--- config.mk ---
export PLATFORM = sky130hd
export DESIGN_NAME = acdi_ctrl
export DESIGN_NICKNAME = d
export VERILOG_FILES = /design/src/rtl/acdi_pkg.sv /design/src/rtl/acdi_ctrl.sv
export SDC_FILE = /design/constraint.sdc
export NUM_CORES = 1
export LEC_CHECK = 0
export BUFFER_PORTS_ARGS = -buffer_cell sky130_fd_sc_hd__buf_2
export CAP_MARGIN = 40
export CORE_AREA = 2 2 39 41
export DETAILED_ROUTE_END_ITERATION = 10
export DIE_AREA = 0 0 41 43
export PLACE_DENSITY = 0.36
export SETUP_SLACK_MARGIN = 0.5
export SLEW_MARGIN = 0
export SYNTH_ARGS = -nofsm -noshare
export SYNTH_HDL_FRONTEND = slang
export SYNTH_SLANG_ARGS = --single-unit
export TNS_END_PERCENT = 50
--- constraint.sdc ---
create_clock -name clk_i -period 1.17 [get_ports clk_i]
set_input_delay 0.0585 -clock clk_i [delete_from_list [all_inputs] [get_ports clk_i]]
set_output_delay 0.0585 -clock clk_i [all_outputs]
set_load 0.03 [all_outputs]
--- src/rtl/acdi_pkg.sv ---
package acdi_pkg;

  // Axis count and fixed-point defaults
  localparam int MaxAxes     = 3;
  localparam int NumAxesDef  = 3;
  localparam int FracBitsDef = 16;

  // Field widths
  localparam int AccW   = 32;
  localparam int GainW  = 24;
  localparam int StepW  = 16;
  localparam int StateW = 48;

  // Configuration port
  localparam int CfgIdxW  = 3;
  localparam int CfgDataW = 32;

  localparam logic [CfgIdxW-1:0] RegBiasX = 3'd0;
  localparam logic [CfgIdxW-1:0] RegBiasY = 3'd1;
  localparam logic [CfgIdxW-1:0] RegBiasZ = 3'd2;
  localparam logic [CfgIdxW-1:0] RegGainX = 3'd3;
  localparam logic [CfgIdxW-1:0] RegGainY = 3'd4;
  localparam logic [CfgIdxW-1:0] RegGainZ = 3'd5;
  localparam logic [CfgIdxW-1:0] RegStep  = 3'd6;

  localparam logic [AccW-1:0]  BiasReset = '0;
  localparam logic [GainW-1:0] GainReset = 24'd65536;
  localparam logic [StepW-1:0] StepReset = 16'd655;

  // Datapath step commands issued by the controller
  typedef enum logic [3:0] {
    OP_NONE,
    OP_LOAD,
    OP_MUL_GAIN,
    OP_CORR,
    OP_MUL_CORR,
    OP_VEL,
    OP_MUL_VLO,
    OP_MUL_VHI,
    OP_POS
  } op_e;

endpackage

--- src/rtl/acdi_ctrl.sv ---
module acdi_ctrl (
  input  logic          clk_i,
  input  logic          rst_ni,
  input  logic          in_valid_i,
  output logic          in_stall_o,
  output logic          out_valid_o,
  input  logic          out_stall_i,
  output acdi_pkg::op_e op_o
);

  localparam logic [2:0] ST_IDLE     = 3'd0;
  localparam logic [2:0] ST_MUL_GAIN = 3'd1;
  localparam logic [2:0] ST_CORR     = 3'd2;
  localparam logic [2:0] ST_MUL_CORR = 3'd3;
  localparam logic [2:0] ST_VEL      = 3'd4;
  localparam logic [2:0] ST_MUL_VLO  = 3'd5;
  localparam logic [2:0] ST_MUL_VHI  = 3'd6;
  localparam logic [2:0] ST_POS      = 3'd7;

  logic [2:0] state_q, state_d;
  logic       out_valid_q, out_valid_d;
  logic       out_free;

  assign out_free = !out_valid_q || !out_stall_i;

  // Step sequence; the last step waits for a free output slot
  always_comb begin
    state_d     = state_q;
    out_valid_d = out_valid_q && out_stall_i;
    op_o        = acdi_pkg::OP_NONE;
    case (state_q)
      ST_IDLE: begin
        if (in_valid_i) begin
          op_o    = acdi_pkg::OP_LOAD;
          state_d = ST_MUL_GAIN;
        end
      end
      ST_MUL_GAIN: begin
        op_o    = acdi_pkg::OP_MUL_GAIN;
        state_d = ST_CORR;
      end
      ST_CORR: begin
        op_o    = acdi_pkg::OP_CORR;
        state_d = ST_MUL_CORR;
      end
      ST_MUL_CORR: begin
        op_o    = acdi_pkg::OP_MUL_CORR;
        state_d = ST_VEL;
      end
      ST_VEL: begin
        op_o    = acdi_pkg::OP_VEL;
        state_d = ST_MUL_VLO;
      end
      ST_MUL_VLO: begin
        op_o    = acdi_pkg::OP_MUL_VLO;
        state_d = ST_MUL_VHI;
      end
      ST_MUL_VHI: begin
        op_o    = acdi_pkg::OP_MUL_VHI;
        state_d = ST_POS;
      end
      ST_POS: begin
        if (out_free) begin
          op_o        = acdi_pkg::OP_POS;
          out_valid_d = 1'b1;
          state_d     = ST_IDLE;
        end
      end
      default: state_d = ST_IDLE;
    endcase
  end

  always_ff @(posedge clk_i or negedge rst_ni) begin
    if (!rst_ni) begin
      state_q     <= ST_IDLE;
      out_valid_q <= 1'b0;
    end else begin
      state_q     <= state_d;
      out_valid_q <= out_valid_d;
    end
  end

  assign in_stall_o  = (state_q != ST_IDLE);
  assign out_valid_o = out_valid_q;

endmodule

Word level (Yosys, flattened, before mapping)
Index checks and enable logic that the tools add are counted.
{"block": "op_classes", "eq_ne": 9, "muxes": 8, "reduce_logical": 7}
{"operator": "$pmux W4 S8", "count": 1}
{"operator": "$pmux W3 S8", "count": 1}
{"operator": "$eq A3 B3 Y1 const B", "count": 4}
{"operator": "$eq A3 B2 Y1 const B", "count": 2}
{"operator": "$mux W3", "count": 2}
{"operator": "$mux W4", "count": 1}
{"operator": "$ne A2 B2 Y1 const B", "count": 2}
{"operator": "$eq A3 B1 Y1 const B", "count": 1}
{"operator": "$logic_not A3 Y1", "count": 1}
{"operator": "$mux W1", "count": 3}
{"operator": "$reduce_bool A3 Y1", "count": 1}
{"operator": "$logic_not A1 Y1", "count": 2}
{"operator": "$reduce_and A2 Y1", "count": 1}
{"operator": "$logic_and A1 B1 Y1", "count": 1}
{"operator": "$logic_or A1 B1 Y1", "count": 1}
{"block": "word_totals", "reg_bits": 4, "input_bits": 4, "output_inout_bits": 6, "wordCells": 26}

Longest topological paths before layout
{"block": "depth", "ltp_word": 4, "depth_mapped": 4, "mapped_depth_nobuf": 2}

Worst setup path after synthesis
Ideal clock, no wire load.
{"block": "synth_timing", "kind": "register -> output", "start": "register out_valid_q (netlist: out_valid_o)", "end": "output op_o[3]", "arrival_ns": 1.051, "t_required_ns": 1.112, "path_slack_ns": 0.061, "stages_incl_launch_ff": 2, "n_path_buf": 0, "path_cell_list": "dfrtp_1 a21oi_1"}
{"block": "synth_via", "elab_chain_len": 4}
{"item": "from (decl)", "line_no": "acdi_ctrl.sv:21", "text": "logic out_valid_q, out_valid_d;"}
{"item": "from (signal assigned)", "line_no": "acdi_ctrl.sv:79", "text": "out_valid_q <= out_valid_d;"}
{"item": "$logic_not A1 Y1", "line_no": "acdi_ctrl.sv:24", "text": "assign out_free = !out_valid_q || !out_stall_i;"}
{"item": "$logic_or A1 B1 Y1", "line_no": "acdi_ctrl.sv:24"}
{"item": "$mux W4", "line_no": "acdi_ctrl.sv:63", "text": "if (out_free) begin"}
{"item": "$pmux W4 S8", "line_no": "acdi_ctrl.sv:31", "text": "case (state_q)"}
{"item": "to (decl)", "line_no": "acdi_ctrl.sv:8", "text": "output acdi_pkg::op_e op_o"}
No other way between the ends.

Final worst setup path
{"block": "layout_timing", "start": "register state_q[2]", "end": "output in_stall_o"}
{"block": "layout_via", "elab_chain_len": 1}
{"item": "from (decl)", "line_no": "acdi_ctrl.sv:20", "text": "logic [2:0] state_q, state_d;"}
{"item": "from (signal assigned)", "line_no": "acdi_ctrl.sv:78", "text": "state_q <= state_d;"}
{"item": "$reduce_bool A3 Y1", "line_no": "acdi_ctrl.sv:83", "text": "assign in_stall_o = (state_q != ST_IDLE);"}
{"item": "to (decl)", "line_no": "acdi_ctrl.sv:5", "text": "output logic in_stall_o,"}
No other way between the ends.

==> summary.md <==
| Metric | Value |
|---|---|
| Setup WS pre-CTS | `between 60 and 70 ps` |
| Vias | `266` |
| GRT Residual Overflow | `0` |
| Clock root buffer | `clkbuf_4` |
| Synth warn | `0` |
| Worst Hold Depth | `3` |
| Reg-to-Reg End | `state_q[2]` |
| Setup repair after global routing missed its margin | `yes` |
| Distinct cells, synth | `15` |
| Fin crit share | `107%` |
| TritonCTS Buffers | `3` |
| WL final | `648 um` |
| DRT Pass-1 Iters | `2` |
| Fmax | `797 MHz` |
| Row cnt | `14` |
| Syn avg cell area | `8.80 sq um` |
| Starting Density | `18.4%` |
| Sequential fraction of the synthesis area | `39.2%` |
| Die Ht | `roughly 43 um` |
| R2r worst-path depth | `3` |
| Final worst slack | `-85.0 ps` |
| Worst skew pair latency | `~240 ps` |
| Die area | `1760 sq um` |
| Clock skew | `10.3 ps` |
| Die W | `41 um` |
| Cell taking the most area after synthesis | `dfrtp_1` |
| Largest net degree at the start of global routing | `8` |
| Final Max Slew Viols | `0` |
| CP startpoint kind | `flop` |
| CTS max path bufs | `2` |
| I/O Buffers | `9` |
| Syn_nets | `33` |
| Hold path startpoint | `out_stall_i` |
| Slew @ Worst Pin | `138 ps` |
| Max-slew headroom at the worst pin | `90.8%` |
| Clock Sinks | `4` |
| Commonest non-fill, non-tap cell in the layout | `buf_4` |
| Final min period | `1250 ps` |
| Vias in the first global route | `about 270` |
| Dpl hpwl | `377 um` |
| Antenna viol nets, final | `0` |
| Fin. Hold Viols | `0` |
| Vias per cell | `4.22` |
| Reg2Reg Setup Slack | `160 ps` |
| Arr. time, crit path | `about 1200 ps` |
| Worst Path Max Fanout | `5` |
| Number of fill cells | `160` |
| Clk pin slew, worst setup/hold paths | `roughly 40 ps` |
| Global placement routability congestion | `roughly 0.66` |
| Post-route DRC | `0` |
| Critical Path RT | `between 1000 and 1500 ps` |
| Max Cap Viol | `0` |
| Failing checks | `negative setup slack` |
| Share of cells above drive strength 1 | `74.5%` |
| First-pass GRT wire length | `around 1000 um` |
| N_diodes | `0` |
| Gr usage total | `slightly below 9%` |
| Flops & latches, synth | `4` |
| TritonCTS clock tree | `yes` |
| Hold worst-path end | `state_q[1]` |
| Setup CP Type | `flop to output pin` |
| Initial antenna violation count | `0` |
| Status | `finished with violations` |
| Final total negative setup slack | `-206 ps` |
| CP endpoint kind | `output pin` |
| Final Hold Slack | `128 ps` |
| Area growth from synthesis to layout | `78.9%` |
| Mapped cell area | `around 260 sq um` |
| CORE AREA | `1380 sq um` |
| Max H-tree Level | `1` |
| Crit Reg-Reg Startpoint | `state_q[0]` |
| Ranking of synthesized cells by area | `dfrtp_1 (39%), buf_4 (12%), xor2_1 (6.9%), a21oi_1 (5.9%), buf_6 (4.4%)` |
| Number of setup violations in the final report | `5` |
| Final Instance Area | `457 sq um` |
| # nets final | `53` |
| Most frequent cells in the layout | `buf_4 (12), buf_6 (4)` |
| DR iter-0 viols | `3` |
| Cell Area, Placed | `305 sq um` |
| Routed len/inst | `10.3 um` |
| Post-synth top area share | `39.2%` |
| Hold Path Class | `input port to flop` |
| # IOs | `10` |
| Post-Syn Instances | `29` |
[registers in the layout, summed over array words and instances, names as in the netlist]
register     cells
state_q          3
out_valid_o      1
[metal layers]
layer	track usage, %	wire length (um)	vias to the layer above
li1	-	-	133
met1	9.71	236	127
met2	12.8	377	6
met3	0	35	0
met4	10.0	0	0
met5	0	0	-
[worst max path at each step]
stage,from,end,slack [ps],depth (start not counted)
2_1_floorplan,state_q[0],op_o[2],190,4
3_3_place_gp,state_q[0],op_o[2],70,3
3_5_place_dp,state_q[0],op_o[2],70,3
4_1_cts,state_q[2],in_stall_o,-90,2
5_1_grt,state_q[2],in_stall_o,-120,2
6_report,state_q[2],in_stall_o,-80,2
[through the flow]
step,std cells,util [%]
floorplan,29,-
global placement,51,22.1
detailed placement,51,22.1
CTS,62,31.3
global route,63,33.0
finish,63,33.0
[cell families after synthesis]
family,share of synthesized area [%]
xor gates and xnor gates,6.86
and+or+nand+nor,25.0
buffers and inverters,16.2
DFF,39.2
AOI/OAI and AO/OA,12.7
[area by class of cell]
class	instances	area (sq um)	share of cell area [%]
multi-input cells	20	150	32.9
well taps	16	20.0	4.38
repair buffers	20	160	35.1
clock buffers	3	22.5	4.93
flip-flops and latches	4	104	22.7
[synthesized netlist by cell type]
cell type  n
a21oi_1    3
a21oi_2    1
and2_1     1
and3_2     1
buf_4      4
buf_6      1
dfrtp_1    4
nand2_1    3
nand2b_1   1
nand3_1    2
nor2_1     3
nor3_1     1
o221ai_1   1
or3_1      1
xor2_1     2
[critical path, cell delays in order, from the launching register on]
cell	delay [ps]
dfrtp_2	420
or3_4	390
buf_6	140
[what timing repair did]
item                                    4_1_cts  5_1_grt
endpoints found under the setup margin       10       10
resized for setup                            15        3
setup buffers                                 7        1
hold buffers                                  1        0
pin swaps                                     0        1
hold endpoints to repair                      4        0
Power is not shown: default switching activity piles up to over one toggle a cycle in this logic, so the estimate is an artifact.
