--- src/rtl/acdi_pkg.sv ---
package acdi_pkg;

  // Axis count and fixed-point defaults
  localparam int MaxAxes     = 3;
  localparam int NumAxesDef  = 3;
  localparam int FracBitsDef = 16;

  // Field widths
  localparam int AccW   = 32;
  localparam int GainW  = 24;
  localparam int StepW  = 16;
  localparam int StateW = 48;

  // Configuration port
  localparam int CfgIdxW  = 3;
  localparam int CfgDataW = 32;

  localparam logic [CfgIdxW-1:0] RegBiasX = 3'd0;
  localparam logic [CfgIdxW-1:0] RegBiasY = 3'd1;
  localparam logic [CfgIdxW-1:0] RegBiasZ = 3'd2;
  localparam logic [CfgIdxW-1:0] RegGainX = 3'd3;
  localparam logic [CfgIdxW-1:0] RegGainY = 3'd4;
  localparam logic [CfgIdxW-1:0] RegGainZ = 3'd5;
  localparam logic [CfgIdxW-1:0] RegStep  = 3'd6;

  localparam logic [AccW-1:0]  BiasReset = '0;
  localparam logic [GainW-1:0] GainReset = 24'd65536;
  localparam logic [StepW-1:0] StepReset = 16'd655;

  // Datapath step commands issued by the controller
  typedef enum logic [3:0] {
    OP_NONE,
    OP_LOAD,
    OP_MUL_GAIN,
    OP_CORR,
    OP_MUL_CORR,
    OP_VEL,
    OP_MUL_VLO,
    OP_MUL_VHI,
    OP_POS
  } op_e;

endpackage

--- src/rtl/acdi_cfg.sv ---
module acdi_cfg (
  input  logic                                               clk_i,
  input  logic                                               rst_ni,
  input  logic                                               cfg_we_i,
  input  logic [acdi_pkg::CfgIdxW-1:0]                       cfg_idx_i,
  input  logic [acdi_pkg::CfgDataW-1:0]                      cfg_data_i,
  output logic [acdi_pkg::MaxAxes-1:0][acdi_pkg::AccW-1:0]   bias_o,
  output logic [acdi_pkg::MaxAxes-1:0][acdi_pkg::GainW-1:0]  gain_o,
  output logic [acdi_pkg::StepW-1:0]                         step_o
);

  logic [acdi_pkg::MaxAxes-1:0][acdi_pkg::AccW-1:0]  bias_q;
  logic [acdi_pkg::MaxAxes-1:0][acdi_pkg::GainW-1:0] gain_q;
  logic [acdi_pkg::StepW-1:0]                        step_q;

  // Decode register writes; drop writes to unknown indexes
  always_ff @(posedge clk_i or negedge rst_ni) begin
    if (!rst_ni) begin
      bias_q <= {acdi_pkg::MaxAxes{acdi_pkg::BiasReset}};
      gain_q <= {acdi_pkg::MaxAxes{acdi_pkg::GainReset}};
      step_q <= acdi_pkg::StepReset;
    end else if (cfg_we_i) begin
      case (cfg_idx_i)
        acdi_pkg::RegBiasX: bias_q[0] <= cfg_data_i[acdi_pkg::AccW-1:0];
        acdi_pkg::RegBiasY: bias_q[1] <= cfg_data_i[acdi_pkg::AccW-1:0];
        acdi_pkg::RegBiasZ: bias_q[2] <= cfg_data_i[acdi_pkg::AccW-1:0];
        acdi_pkg::RegGainX: gain_q[0] <= cfg_data_i[acdi_pkg::GainW-1:0];
        acdi_pkg::RegGainY: gain_q[1] <= cfg_data_i[acdi_pkg::GainW-1:0];
        acdi_pkg::RegGainZ: gain_q[2] <= cfg_data_i[acdi_pkg::GainW-1:0];
        acdi_pkg::RegStep:  step_q    <= cfg_data_i[acdi_pkg::StepW-1:0];
        default: ;
      endcase
    end
  end

  assign bias_o = bias_q;
  assign gain_o = gain_q;
  assign step_o = step_q;

endmodule

--- config.mk ---
export PLATFORM = sky130hd
export DESIGN_NAME = acdi_cfg
export DESIGN_NICKNAME = d
export VERILOG_FILES = /design/src/rtl/acdi_pkg.sv /design/src/rtl/acdi_cfg.sv
export SDC_FILE = /design/constraint.sdc
export NUM_CORES = 1
export LEC_CHECK = 0
export ABC_AREA = 1
export BUFFER_PORTS_ARGS = -buffer_cell sky130_fd_sc_hd__buf_4
export CAP_MARGIN = 30
export CORE_UTILIZATION = 51
export DETAILED_ROUTE_END_ITERATION = 6
export GPL_TIMING_DRIVEN = 0
export PLACE_DENSITY = 0.78
export SKIP_CTS_REPAIR_TIMING = 1
export SYNTH_ARGS = -nofsm -noshare
export SYNTH_HDL_FRONTEND = slang
export SYNTH_SLANG_ARGS = --single-unit
--- constraint.sdc ---
create_clock -name clk_i -period 0.95 [get_ports clk_i]
set_input_delay 0.19 -clock clk_i [delete_from_list [all_inputs] [get_ports clk_i]]
set_output_delay 0.19 -clock clk_i [all_outputs]
set_load 0.05 [all_outputs]
=== Yosys cells after proc, flatten, opt, wreduce, memory -nomap -nowiden ===
Index checks and enable logic that the tools add are counted.

* Reductions and logical operators: 8
* Equality and inequality tests: 6

{| class="wikitable"
|+ Operator list
! operator !! count
|-
| $reduce_and A2 Y1 || 7
|-
| $eq A3 B3 Y1 const B || 3
|-
| $eq A3 B2 Y1 const B || 2
|-
| $eq A3 B1 Y1 const B || 1
|-
| $logic_not A3 Y1 || 1
|}

* Bits of input ports: 38
* Output and inout bits: 184
* Flip-flop bits (word level): 184

=== Depth between registers and ports, before layout ===
Gate-level depths: netlist (run 1).

* Depth in word-level cells: 2
* Mapped depth: 6
* Mapped depth without buffers: 5

=== Worst setup path after synthesis (run 1) ===
OpenSTA, ideal clock, no wires.

* Path type: input to register
* Start point: in cfg_we_i
* End point: reg gain_q, in the netlist gain_o[10]
* Cell stages on the path: 6
* Data required time: 0.832 ns
* Arrival time: 0.932 ns
* Slack: -0.100 ns
* Cell sequence: inv_1 nor2_2 nand2_1 clkbuf_1 nand2_1 nand2_1

* Cells in the longest elaborated chain, start to end: 1

{| class="wikitable"
|+ Ends and longest elaborated chain
! item !! RTL line !! text
|-
| from (decl) || acdi_cfg.sv:4 || <nowiki>input logic cfg_we_i,</nowiki>
|-
| $reduce_and A2 Y1 (no line) || - ||
|-
| to (signal assigned) || acdi_cfg.sv:20 || <nowiki>gain_q <= {acdi_pkg::MaxAxes{acdi_pkg::GainReset}};</nowiki>
|-
| to (decl) || acdi_cfg.sv:13 || <nowiki>logic [acdi_pkg::MaxAxes-1:0][acdi_pkg::GainW-1:0] gain_q;</nowiki>
|}

No other way between the ends.
A chain may end at the register's enable or synchronous reset.

=== Worst setup path after layout (run 1) ===
* Start point: reg gain_q, in the netlist gain_o[40]
* End point: out gain_o[40] in the netlist's numbering

{| class="wikitable"
|+ RTL lines
! item !! RTL line !! text
|-
| to (decl) || acdi_cfg.sv:8 || <nowiki>output logic [acdi_pkg::MaxAxes-1:0][acdi_pkg::GainW-1:0] gain_o,</nowiki>
|}

No word-level cell between the ends.

==> results of run 1 <==
## layer usage
layer	up-vias	global-route usage, %	wire length (um)
met4	0	12.7	882
met2	425	46.3	12000
met3	70	7.12	2230
met5	-	0	0
met1	3398	41.4	9340
li1	3181	-	-
## cells in the mapped netlist
cell / count
sky130_fd_sc_hd__nand2_1: 444
sky130_fd_sc_hd__dfstp_2: 9
sky130_fd_sc_hd__clkinv_1: 1
sky130_fd_sc_hd__clkbuf_1: 27
sky130_fd_sc_hd__inv_1: 5
sky130_fd_sc_hd__nor2_2: 3
sky130_fd_sc_hd__nand3_1: 120
sky130_fd_sc_hd__nor2_1: 4
sky130_fd_sc_hd__dfrtp_1: 175
sky130_fd_sc_hd__buf_2: 18
## metrics by stage
stage	cell area, um2	instances	utilization [%]	power (mW)	hold slack [ns]
detailed placement	9060	1204	67.4	20.4	0.215
CTS	9650	1236	71.7	27.3	-0.238
global placement	9030	1203	67.1	20.2	0.441
floorplan	7150	806	-	16.8	-0.106
global route	11100	1321	82.4	30.8	-0.224
finish	11100	1321	82.4	29.8	-0.269
## sequential cells by signal, summed over array words and instances (netlist names)
name	flops
step_o	16
gain_o	72
bias_o	96
## cell type report
type	instances	area (um2)	share of cell area, %
Sequential cell	184	4620	41.6
Timing Repair Buffer	307	3050	27.5
Multi-Input combinational cell	571	2350	21.2
Clock buffer	21	460	4.15
Buffer	45	241	2.18
Tap cell	176	220	1.99
Clock inverter	11	125	1.13
Inverter	6	25.0	0.226
## how the worst max path moves through the flow
stage / endpoint / from / cells past startpoint / slack, ns
floorplan: gain_o[51] / cfg_idx_i[1] / 6 / -0.05
global placement: bias_o[37] / rst_ni / 1 / -1.46
detailed placement: gain_o[65] / cfg_idx_i[1] / 7 / -0.64
CTS: gain_o[64] / gain_o[64] / 1 / -0.42
global route: gain_o[40] / gain_o[40] / 1 / -0.41
finish: gain_o[40] / gain_o[40] / 1 / -0.39
## report_power, final
| group | internal [mW] | leakage (nW) | switching, mW |
|---|---|---|---|
| clock network | 4.02 | 0.283 | 3.01 |
| logic | 4.41 | 3.53 | 7.79 |
| registers | 9.37 | 2.30 | 1.22 |
| total | 17.8 | 6.11 | 12.0 |
## cell families (layout without fill, tap and decap cells)
logic type	after synthesis	count (layout)	synth area share, %
and+or+nand+nor	571	571	32.3
buffers and inverters	51	390	3.00
DFF	184	184	64.7
==> out/metrics.json, run 1 <==
{
  "floorplanning": {
    "fp.dieArea_um2": 14500,
    "floorplan.rows": 42,
    "initial_core_util_pct": 53.0,
    "die_h_um": 120,
    "core_area_um2": 13500,
    "die-width_um": 120,
    "boundary_pin_count": 222
  },
  "cells_and_area": {
    "antenna_cells_inserted": 0,
    "layout.filler_cells": 734,
    "syn_to_final_growth_pct": 55.5,
    "drive_gt1_share_pct": 34.8,
    "finish.net_count": 1170,
    "mostFrequentLayoutCells": "sky130_fd_sc_hd__nand2_1 (439), sky130_fd_sc_hd__buf_6 (176), sky130_fd_sc_hd__dfrtp_1 (175)",
    "layout.cells.most_common": "sky130_fd_sc_hd__nand2_1"
  },
  "global_route": {
    "all_layer_gr_usage_pct": 30.2,
    "grt_first_pass_wirelength_mm": 32.9,
    "grt_max_degree": 104,
    "grt_remaining_overflow": 0,
    "grt_pass1_vias": 6131,
    "grt_antenna_before_repair": 0
  },
  "setup_path": {
    "crit-reg2reg-capture": "gain_o[16]",
    "worstReg2RegStart": "gain_o[16]",
    "crit_type": "reg2out",
    "start_kind": "flip-flop",
    "timing.critical_path.max_delay_family": "flip-flops",
    "endpoint_kind": "primary output",
    "cp_slowest_cell": "sky130_fd_sc_hd__dfstp_2",
    "critPathArrivalTime_ns": 1.15,
    "crit_fanout": 2,
    "timing.critical_path.required_ns": 0.76,
    "timing.critical_path.slowest_cell_delay_ns": 0.57,
    "path_cells": "buf_8",
    "ff2ff_setup_slack_ns": 0.11,
    "timing.reg2reg.worst_path_depth": 3,
    "timing.critical_path.buf_inv": 1
  },
  "place": {
    "routability_congestion_estimate_from_global_placement": 0.821,
    "place.port_buffers": 221,
    "dp_slack_ns": -0.639,
    "dp.final_hpwl_mm": 14.4
  },
  "pwr": {
    "ir_drop_v": 0.00168,
    "cellLeakagePower_nw": 6.11,
    "powerDensity_nw_per_um2": 2690
  },
  "timing": {
    "achievable-frequency_mhz": 746,
    "final-max-slew-violation-count": 0,
    "maxSlewHeadroom_pct": 59.2,
    "finalHoldViolCount": 78,
    "finalHoldWorstSlack_ns": -0.269,
    "worst_clock_skew_ns": 0,
    "worst-slew-pin-transition_ns": 0.612,
    "grt_setup_unrepaired": "yes",
    "worst_slack_ns": -0.390,
    "report.final.setup_viol": 186,
    "tns_ns": -43.32,
    "fin_crit_ns": 1.34,
    "layout_worst_path_cycle_share_pct": 141
  },
  "cts": {
    "clk_root_buffer_cell": "sky130_fd_sc_hd__clkbuf_16",
    "worst_setup_hold_path_clk_slew_ns": 0.07,
    "cts_made_buffers": 17,
    "clock_tree_from_tritoncts": "built",
    "clock_path_buffers": 2,
    "cts.sink_count": 184,
    "cts_htree_levels": 4,
    "later_pin_clock_latency_in_the_skew_report_ns": 0.42
  },
  "detailed_routing": {
    "detailroute.via_count": 7074,
    "via_per_inst": 5.36,
    "detailed_routing_iteration_count_for_the_pre_antenna_repair_pass": 5,
    "drcViolationCount": 0,
    "antenna_violating_nets_post_route": 0,
    "wl_mm": 24.5,
    "dr.first_iter.drc_count": 679,
    "wl_per_cell_um": 18.5
  },
  "synth": {
    "syn_nets": 844,
    "synth_cell_type_count": 10,
    "synth-seq-area-share_pct": 64.7,
    "synth_warnings": 0,
    "yosysTopAreaCell": "sky130_fd_sc_hd__dfrtp_1",
    "ys_seq_elements": 184,
    "synth.top_cell.area_share_pct": 61.4,
    "syn_area_per_cell_um2": 8.85,
    "synthesis.instances": 806,
    "synthTopCellsByArea": "sky130_fd_sc_hd__dfrtp_1 (61%), sky130_fd_sc_hd__nand2_1 (23%), sky130_fd_sc_hd__nand3_1 (8.4%)",
    "area_of_the_mapped_netlist_um2": 7130
  },
  "status": {
    "status": "complete, but fails checks",
    "violations": "hold timing, setup timing"
  },
  "job": {
    "cap_viol_max_count": 0
  },
  "worst_hold_path": {
    "holdCritPathClass": "in2async"
  }
}
Power figures use the tool's default switching activity.
==> run 2, diff against run 1 <==
ABC_AREA = not set   (was 1)
==> run 2 against run 1 <==
- the run still ends with hold timing, setup timing left
- synthesized cell count down 51%
- sequential power up 5%
- sequential cell count unchanged
- worst hold slack better by 0.0050 ns
- cell area up 3.7%
- global-route usage down 5.2 points
- utilization up 3.4 points
- first-iteration DRC count down 61%
- routed wire length down 17%
- non-clock buffer count down 23
- die area down 0.33%
- clock skew unchanged
==> out/metrics.json, run 2 <==
{
  "floorplanning": {
    "initial_core_util": {"value": 53.0, "unit": "%", "change": "about the same"},
    "fp.dieArea": {"value": 14400, "unit": "um2", "change": "was 14500 um2"},
    "core_area": {"value": 13400, "unit": "um2", "change": "was 13500 um2"},
    "floorplan.rows": {"value": 42, "change": "unchanged"},
    "die_h": {"value": 120, "unit": "um", "change": "about the same"},
    "die-width": {"value": 120, "unit": "um", "change": "about the same"},
    "boundary_pin_count": {"value": 222, "change": "unchanged"}
  },
  "cells_and_area": {
    "mostFrequentLayoutCells": {"value": "sky130_fd_sc_hd__buf_6 (182), sky130_fd_sc_hd__dfrtp_1 (173), sky130_fd_sc_hd__buf_4 (120)", "change": "was sky130_fd_sc_hd__nand2_1 (439), sky130_fd_sc_hd__buf_6 (176), sky130_fd_sc_hd__dfrtp_1 (175)"},
    "syn_to_final_growth": {"value": 61.8, "unit": "%", "change": "was 55.5%"},
    "finalCoreUtilization": {"value": 85.8, "unit": "%", "change": "was 82.4%"},
    "finish.net_count": {"value": 761, "change": "was 1170"},
    "layout.cells.most_common": {"value": "sky130_fd_sc_hd__buf_6", "change": "was sky130_fd_sc_hd__nand2_1"},
    "largest_register_ff_count": {"value": 96, "change": "unchanged"},
    "antenna_cells_inserted": {"value": 0, "change": "unchanged"},
    "drive_gt1_share": {"value": 75.8, "unit": "%", "change": "was 34.8%"},
    "design_area": {"value": 11500, "unit": "um2", "change": "was 11100 um2"}
  },
  "cts": {
    "clock_path_buffers": {"value": 2, "change": "unchanged"},
    "cts.sink_count": {"value": 184, "change": "unchanged"},
    "cts_made_buffers": {"value": 17, "change": "unchanged"},
    "clk_root_buffer_cell": {"value": "sky130_fd_sc_hd__clkbuf_16", "change": "unchanged"},
    "clock_tree_from_tritoncts": {"value": "built", "change": "unchanged"},
    "cts_htree_levels": {"value": 4, "change": "unchanged"},
    "worst_setup_hold_path_clk_slew": {"value": 0.07, "unit": "ns", "change": "about the same"},
    "later_pin_clock_latency_in_the_skew_report": {"value": 0.41, "unit": "ns", "change": "was 0.42 ns"}
  },
  "synth": {
    "yosysTopAreaCell": {"value": "sky130_fd_sc_hd__dfrtp_1", "change": "unchanged"},
    "synth.top_cell.area_share": {"value": 61.6, "unit": "%", "change": "was 61.4%"},
    "syn_area_per_cell": {"value": 17.9, "unit": "um2", "change": "was 8.85 um2"},
    "most_common_cell_in_the_synthesized_netlist": {"value": "sky130_fd_sc_hd__dfrtp_1", "change": "was sky130_fd_sc_hd__nand2_1"},
    "ys_seq_elements": {"value": 184, "change": "unchanged"},
    "syn_nets": {"value": 436, "change": "was 844"},
    "synthTopCellsByArea": {"value": "sky130_fd_sc_hd__dfrtp_1 (62%), sky130_fd_sc_hd__mux2_2 (23%), sky130_fd_sc_hd__mux2_4 (6.3%)", "change": "was sky130_fd_sc_hd__dfrtp_1 (61%), sky130_fd_sc_hd__nand2_1 (23%), sky130_fd_sc_hd__nand3_1 (8.4%)"},
    "synth_cell_type_count": {"value": 15, "change": "was 10"},
    "synthTopCellsByCount": {"value": "sky130_fd_sc_hd__dfrtp_1 (175), sky130_fd_sc_hd__mux2_2 (145), sky130_fd_sc_hd__mux2_4 (30)", "change": "was sky130_fd_sc_hd__nand2_1 (444), sky130_fd_sc_hd__dfrtp_1 (175), sky130_fd_sc_hd__nand3_1 (120)"},
    "synth-seq-area-share": {"value": 64.9, "unit": "%", "change": "was 64.7%"},
    "area_of_the_mapped_netlist": {"value": 7110, "unit": "um2", "change": "was 7130 um2"},
    "synth-main-ff-cell": {"value": "sky130_fd_sc_hd__dfrtp_1", "change": "unchanged"},
    "synthesis.instances": {"value": 398, "change": "was 806"},
    "synth_warnings": {"value": 0, "change": "unchanged"},
    "synth_enable_flop_cells": {"value": 0, "change": "unchanged"},
    "async_flop_share": {"value": 100, "unit": "%", "change": "unchanged"}
  },
  "setup_path": {
    "ff2ff_setup_slack": {"value": -0.01, "unit": "ns", "change": "was 0.11 ns"},
    "path_cells": {"value": "buf_8", "change": "unchanged"},
    "cp_slowest_cell": {"value": "sky130_fd_sc_hd__dfstp_2", "change": "unchanged"},
    "endpoint_kind": {"value": "primary output", "change": "unchanged"},
    "timing.critical_path.slowest_cell_delay": {"value": 0.55, "unit": "ns", "change": "was 0.57 ns"},
    "crit-reg2reg-capture": {"value": "bias_o[85]", "change": "was gain_o[16]"},
    "timing.critical_path.max_delay_family": {"value": "flip-flops", "change": "unchanged"},
    "timing.critical_path.buf_inv": {"value": 1, "change": "unchanged"},
    "worstReg2RegStart": {"value": "bias_o[85]", "change": "was gain_o[16]"},
    "crit_fanout": {"value": 2, "change": "unchanged"},
    "timing.reg2reg.worst_path_depth": {"value": 2, "change": "was 3"},
    "start_kind": {"value": "flip-flop", "change": "unchanged"},
    "crit_type": {"value": "reg2out", "change": "unchanged"},
    "timing.critical_path.required": {"value": 0.76, "unit": "ns", "change": "about the same"},
    "critPathArrivalTime": {"value": 1.12, "unit": "ns", "change": "was 1.15 ns"}
  },
  "pwr": {
    "cellLeakagePower": {"value": 5.56, "unit": "nW", "change": "was 6.11 nW"},
    "power": {"value": 33.3, "unit": "mW", "change": "was 29.8 mW"},
    "powerDensity": {"value": 2900, "unit": "nW/um2", "change": "was 2690 nW/um2"},
    "ir_drop": {"value": 0.00167, "unit": "V", "change": "was 0.00168 V"}
  },
  "global_route": {
    "grt_remaining_overflow": {"value": 0, "change": "unchanged"},
    "grt_first_pass_wirelength": {"value": 26.8, "unit": "mm", "change": "was 32.9 mm"},
    "grt_max_degree": {"value": 103, "change": "was 104"},
    "grt_pass1_vias": {"value": 4568, "change": "was 6131"},
    "all_layer_gr_usage": {"value": 24.9, "unit": "%", "change": "was 30.2%"},
    "grt_antenna_before_repair": {"value": 0, "change": "unchanged"}
  },
  "detailed_routing": {
    "met1_length": {"value": 7.96, "unit": "mm", "change": "was 9.34 mm"},
    "wl_per_cell": {"value": 22.3, "unit": "um", "change": "was 18.5 um"},
    "met3_length": {"value": 1.41, "unit": "mm", "change": "was 2.23 mm"},
    "wl": {"value": 20.4, "unit": "mm", "change": "was 24.5 mm"},
    "dr.first_iter.drc_count": {"value": 267, "change": "was 679"},
    "via_per_inst": {"value": 5.16, "change": "was 5.36"},
    "detailroute.via_count": {"value": 4705, "change": "was 7074"},
    "drcViolationCount": {"value": 0, "change": "unchanged"},
    "maxUsedRoutingLayer": {"value": "met4", "change": "unchanged"},
    "detailed_routing_iteration_count_for_the_pre_antenna_repair_pass": {"value": 5, "change": "unchanged"},
    "antenna_violating_nets_post_route": {"value": 0, "change": "unchanged"},
    "wl_met2": {"value": 10.6, "unit": "mm", "change": "was 12.0 mm"}
  },
  "job": {
    "cap_viol_max_count": {"value": 0, "change": "unchanged"}
  },
  "worst_hold_path": {
    "holdCritPathClass": {"value": "in2async", "change": "unchanged"}
  },
  "timing": {
    "maxSlewHeadroom": {"value": 57.0, "unit": "%", "change": "was 59.2%"},
    "finalHoldViolCount": {"value": 75, "change": "was 78"},
    "finalHoldWorstSlack": {"value": -0.264, "unit": "ns", "change": "was -0.269 ns"},
    "final-max-slew-violation-count": {"value": 0, "change": "unchanged"},
    "layout_worst_path_cycle_share": {"value": 138, "unit": "%", "change": "was 141%"},
    "worst_clock_skew": {"value": 0, "unit": "ns", "change": "unchanged"},
    "fin_crit": {"value": 1.31, "unit": "ns", "change": "was 1.34 ns"},
    "worst_slack": {"value": -0.362, "unit": "ns", "change": "was -0.390 ns"},
    "worst-slew-pin-transition": {"value": 0.645, "unit": "ns", "change": "was 0.612 ns"},
    "achievable-frequency": {"value": 762, "unit": "MHz", "change": "was 746 MHz"},
    "report.final.setup_viol": {"value": 214, "change": "was 186"},
    "grt_setup_unrepaired": {"value": "yes", "change": "unchanged"}
  },
  "status": {
    "status": {"value": "complete, but fails checks", "change": "unchanged"},
    "violations": {"value": "hold timing, setup timing", "change": "unchanged"}
  },
  "place": {
    "routability_congestion_estimate_from_global_placement": {"value": 0.754, "change": "was 0.821"},
    "dp.final_hpwl": {"value": 11.9, "unit": "mm", "change": "was 14.4 mm"},
    "place.port_buffers": {"value": 217, "change": "was 221"},
    "dpl-instance-area": {"value": 9450, "unit": "um2", "change": "was 9060 um2"}
  }
}
run 2: per-stage QoR:
| step | setup TNS [ns] | std cells | setup slack (ns) |
|---|---|---|---|
| 6_report | -42.04 | 912 | -0.362 |
| 5_1_grt | -47.73 | 912 | -0.395 |
| 4_1_cts | -55.34 | 824 | -0.414 |
| 3_5_place_dp | -90.89 | 792 | -0.673 |
| 3_3_place_gp | -304.04 | 791 | -1.47 |
| 2_1_floorplan | -53.22 | 398 | -0.464 |
run 2: how the worst max path moves through the flow:
| stage | end | start | depth (start not counted) | slack [ns] |
|---|---|---|---|---|
| global placement | step_o[4] | rst_ni | 1 | -1.47 |
| floorplan | bias_o[0] | cfg_idx_i[2] | 4 | -0.46 |
| finish | gain_o[16] | gain_o[16] | 1 | -0.36 |
| global route | gain_o[40] | gain_o[40] | 1 | -0.39 |
| CTS | gain_o[16] | gain_o[16] | 1 | -0.41 |
| detailed placement | bias_o[3] | cfg_idx_i[2] | 4 | -0.67 |
run 2: layer usage:
layer	global-route usage, %	vias up
met1	33.2	2448
met5	0	-
li1	-	2051
met4	8.44	0
met2	38.9	181
met3	7.79	25
run 2: area by class of cell:
class                           instances  area, um2
Sequential cell                       184       4620
Timing Repair Buffer                  306       3050
Multi-Input combinational cell        191       2630
Fill cell                             578       1900
Clock buffer                           25        505
Buffer                                 23        358
Tap cell                              176        220
Clock inverter                          7        114
run 2: cell families (layout without fill, tap and decap cells):
family	Yosys count	count (layout)	share of synthesized area, %
muxes	184	184	30.7
DFF	184	184	64.9
buffers and inverters	23	361	2.69
and+or+nand+nor	7	7	1.62
run 2: power breakdown:
part / internal [mW] / leakage (nW) / switching (mW)
clock: 4.49 / 0.307 / 2.90
combinational: 6.38 / 3.06 / 8.47
sequential: 9.65 / 2.19 / 1.45
total: 20.5 / 5.56 / 12.8
==> run 3, diff against run 2 <==
CORE_UTILIZATION = 45   (was 51)
PLACE_DENSITY = 0.7   (was 0.78)
==> run 3 against run 2 <==
- the flow still finishes with violations (hold timing, setup timing)
- register-to-register slack gained 0.04 ns
- maximum frequency shrank 1.2%
- sequential power is essentially flat
- largest cell class unchanged
- highest routed layer unchanged
==> out/metrics.json, run 3 (synthesized netlist as in run 2, its figures left out) <==
{
  "setup_path": {
    "worstReg2RegStart": {"value": "bias_o[58]", "change": "was bias_o[85]"},
    "timing.reg2reg.worst_path_depth": {"value": 2, "change": "unchanged"},
    "crit_fanout": {"value": 2, "change": "unchanged"},
    "timing.critical_path.slowest_cell_delay": {"value": 0.56, "unit": "ns", "change": "was 0.55 ns"},
    "crit_type": {"value": "reg2out", "change": "unchanged"},
    "crit-reg2reg-capture": {"value": "bias_o[58]", "change": "was bias_o[85]"},
    "path_cells": {"value": "buf_8", "change": "unchanged"},
    "start_kind": {"value": "flip-flop", "change": "unchanged"},
    "ff2ff_setup_slack": {"value": 0.03, "unit": "ns", "change": "was -0.01 ns"},
    "timing.critical_path.max_delay_family": {"value": "flip-flops", "change": "unchanged"},
    "timing.critical_path.buf_inv": {"value": 1, "change": "unchanged"},
    "cp_slowest_cell": {"value": "sky130_fd_sc_hd__dfstp_2", "change": "unchanged"},
    "endpoint_kind": {"value": "primary output", "change": "unchanged"},
    "critPathArrivalTime": {"value": 1.14, "unit": "ns", "change": "was 1.12 ns"},
    "timing.critical_path.required": {"value": 0.76, "unit": "ns", "change": "about the same"}
  },
  "floorplanning": {
    "initial_core_util": {"value": 46.4, "unit": "%", "change": "was 53.0%"},
    "floorplan.rows": {"value": 45, "change": "was 42"},
    "fp.dieArea": {"value": 16300, "unit": "um2", "change": "was 14400 um2"},
    "boundary_pin_count": {"value": 222, "change": "unchanged"},
    "die-width": {"value": 128, "unit": "um", "change": "was 120 um"},
    "core_area": {"value": 15300, "unit": "um2", "change": "was 13400 um2"},
    "die_h": {"value": 128, "unit": "um", "change": "was 120 um"}
  },
  "cts": {
    "cts.sink_count": {"value": 184, "change": "unchanged"},
    "cts_htree_levels": {"value": 4, "change": "unchanged"},
    "worst_setup_hold_path_clk_slew": {"value": 0.06, "unit": "ns", "change": "was 0.07 ns"},
    "clock_tree_from_tritoncts": {"value": "built", "change": "unchanged"},
    "clk_root_buffer_cell": {"value": "sky130_fd_sc_hd__clkbuf_16", "change": "unchanged"},
    "later_pin_clock_latency_in_the_skew_report": {"value": 0.43, "unit": "ns", "change": "was 0.41 ns"},
    "clock_path_buffers": {"value": 2, "change": "unchanged"},
    "cts_made_buffers": {"value": 17, "change": "unchanged"}
  },
  "place": {
    "routability_congestion_estimate_from_global_placement": {"value": 0.739, "change": "was 0.754"},
    "place.port_buffers": {"value": 217, "change": "unchanged"},
    "placed_cells": {"value": 827, "change": "was 792"},
    "dp.final_hpwl": {"value": 11.8, "unit": "mm", "change": "was 11.9 mm"}
  },
  "cells_and_area": {
    "largest_register_ff_count": {"value": 96, "change": "unchanged"},
    "drive_gt1_share": {"value": 75.7, "unit": "%", "change": "was 75.8%"},
    "layout.cells.most_common": {"value": "sky130_fd_sc_hd__buf_6", "change": "unchanged"},
    "syn_to_final_growth": {"value": 62.1, "unit": "%", "change": "was 61.8%"},
    "finish.net_count": {"value": 765, "change": "was 761"},
    "multi_input_area": {"value": 2630, "unit": "um2", "change": "unchanged"},
    "regArea": {"value": 4620, "unit": "um2", "change": "unchanged"},
    "stdcell_count": {"value": 951, "change": "was 912"},
    "antenna_cells_inserted": {"value": 0, "change": "unchanged"},
    "mostFrequentLayoutCells": {"value": "sky130_fd_sc_hd__buf_6 (183), sky130_fd_sc_hd__dfrtp_1 (173), sky130_fd_sc_hd__buf_4 (123)", "change": "was sky130_fd_sc_hd__buf_6 (182), sky130_fd_sc_hd__dfrtp_1 (173), sky130_fd_sc_hd__buf_4 (120)"},
    "layout.filler_cells": {"value": 899, "change": "was 578"}
  },
  "pwr": {
    "cellLeakagePower": {"value": 5.56, "unit": "nW", "change": "about the same"},
    "cell_internal_pwr": {"value": 20.2, "unit": "mW", "change": "was 20.5 mW"},
    "ir_drop": {"value": 0.00156, "unit": "V", "change": "was 0.00167 V"},
    "seqPwrFrac": {"value": 33.5, "unit": "%", "change": "was 33.3%"},
    "power.share.switching": {"value": 38.4, "unit": "%", "change": "about the same"},
    "powerDensity": {"value": 2850, "unit": "nW/um2", "change": "was 2900 nW/um2"},
    "net-switching-power": {"value": 12.6, "unit": "mW", "change": "was 12.8 mW"},
    "part_of_the_total_power_dissipated_in_the_clock_network": {"value": 21.4, "unit": "%", "change": "was 22.2%"},
    "share_comb_of_total_power": {"value": 45.0, "unit": "%", "change": "was 44.5%"},
    "power": {"value": 32.8, "unit": "mW", "change": "was 33.3 mW"}
  },
  "global_route": {
    "grt_antenna_before_repair": {"value": 0, "change": "unchanged"},
    "grt_max_degree": {"value": 114, "change": "was 103"},
    "all_layer_gr_usage": {"value": 21.8, "unit": "%", "change": "was 24.9%"},
    "grt_first_pass_wirelength": {"value": 26.5, "unit": "mm", "change": "was 26.8 mm"},
    "grt_pass1_vias": {"value": 4538, "change": "was 4568"},
    "grt_remaining_overflow": {"value": 0, "change": "unchanged"}
  },
  "detailed_routing": {
    "detailroute.via_count": {"value": 4641, "change": "was 4705"},
    "antenna_violating_nets_post_route": {"value": 0, "change": "unchanged"},
    "dr.first_iter.drc_count": {"value": 164, "change": "was 267"},
    "wl": {"value": 18.8, "unit": "mm", "change": "was 20.4 mm"},
    "wl_per_cell": {"value": 19.7, "unit": "um", "change": "was 22.3 um"},
    "detailed_routing_iteration_count_for_the_pre_antenna_repair_pass": {"value": 4, "change": "was 5"},
    "drcViolationCount": {"value": 0, "change": "unchanged"},
    "via_per_inst": {"value": 4.88, "change": "was 5.16"}
  },
  "timing": {
    "grt_setup_unrepaired": {"value": "yes", "change": "unchanged"},
    "worst_slack": {"value": -0.378, "unit": "ns", "change": "was -0.362 ns"},
    "report.final.setup_viol": {"value": 184, "change": "was 214"},
    "finalHoldViolCount": {"value": 64, "change": "was 75"},
    "finalHoldWorstSlack": {"value": -0.310, "unit": "ns", "change": "was -0.264 ns"},
    "worst-slew-pin-transition": {"value": 0.553, "unit": "ns", "change": "was 0.645 ns"},
    "worst_clock_skew": {"value": 0, "unit": "ns", "change": "unchanged"},
    "fin_crit": {"value": 1.33, "unit": "ns", "change": "was 1.31 ns"},
    "layout_worst_path_cycle_share": {"value": 140, "unit": "%", "change": "was 138%"},
    "final-max-slew-violation-count": {"value": 0, "change": "unchanged"},
    "maxSlewHeadroom": {"value": 63.2, "unit": "%", "change": "was 57.0%"},
    "achievable-frequency": {"value": 753, "unit": "MHz", "change": "was 762 MHz"}
  },
  "worst_hold_path": {
    "holdCritPathClass": {"value": "in2async", "change": "unchanged"}
  },
  "status": {
    "status": {"value": "complete, but fails checks", "change": "unchanged"},
    "violations": {"value": "hold timing, setup timing", "change": "unchanged"}
  },
  "job": {
    "cap_viol_max_count": {"value": 0, "change": "unchanged"}
  }
}
-- run 3: cell types whose count changed in the layout (fill, tap and decap cells not counted), sizes merged --
cell,before,now
bufinv,3,2
buf,327,330
clkinvlp,0,1
dlygate4sd3,0,1
-- run 3: final cells by class --
type	count	area share, %
multi-input combinational	191	22.8
clock buffer	25	4.30
clock inverter	7	0.793
timing repair buffer	310	26.7
sequential	184	40.1
tap	211	2.29
buffer	23	2.98
-- run 3: power by group through the flow --
stage | clock network, mW | logic, mW | registers (mW)
floorplan | 0 | 2.35 | 16.8
global placement | 0 | 12.2 | 10.7
finish | 7.03 | 14.8 | 11.0
CTS | 7.12 | 12.3 | 10.7
detailed placement | 0 | 12.3 | 10.8
global route | 7.49 | 15.2 | 11.2
-- run 3: stage by stage --
stage / instance area [um2] / setup TNS [ns] / util [%] / setup WS (ns) / hold WS [ns]
finish: 11500 / -41.85 / 75.2 / -0.378 / -0.310
global route: 11500 / -47.95 / 75.2 / -0.407 / -0.262
CTS: 10100 / -55.31 / 65.8 / -0.429 / -0.281
detailed placement: 9490 / -91.79 / 62.0 / -0.662 / 0.174
global placement: 9450 / -308.45 / 61.7 / -1.48 / 0.442
floorplan: 7560 / -53.22 / - / -0.464 / -0.106
-- run 3: routing by layer --
metal	track usage (%)	vias up	part of all wire, %
li1	-	2072	-
met3	7.22	30	7.0
met1	29.6	2362	43
met5	0	-	0
met2	32.5	177	48
met4	8.72	0	1.8
-- run 3: worst max path at each step --
stage	start	to	slack [ns]	cells past startpoint
2_1_floorplan	cfg_idx_i[2]	bias_o[0]	-0.46	4
3_3_place_gp	rst_ni	step_o[4]	-1.48	1
3_5_place_dp	cfg_idx_i[2]	bias_o[4]	-0.66	4
4_1_cts	gain_o[40]	gain_o[40]	-0.43	1
5_1_grt	step_o[7]	step_o[7]	-0.41	1
6_report	gain_o[40]	gain_o[40]	-0.38	1
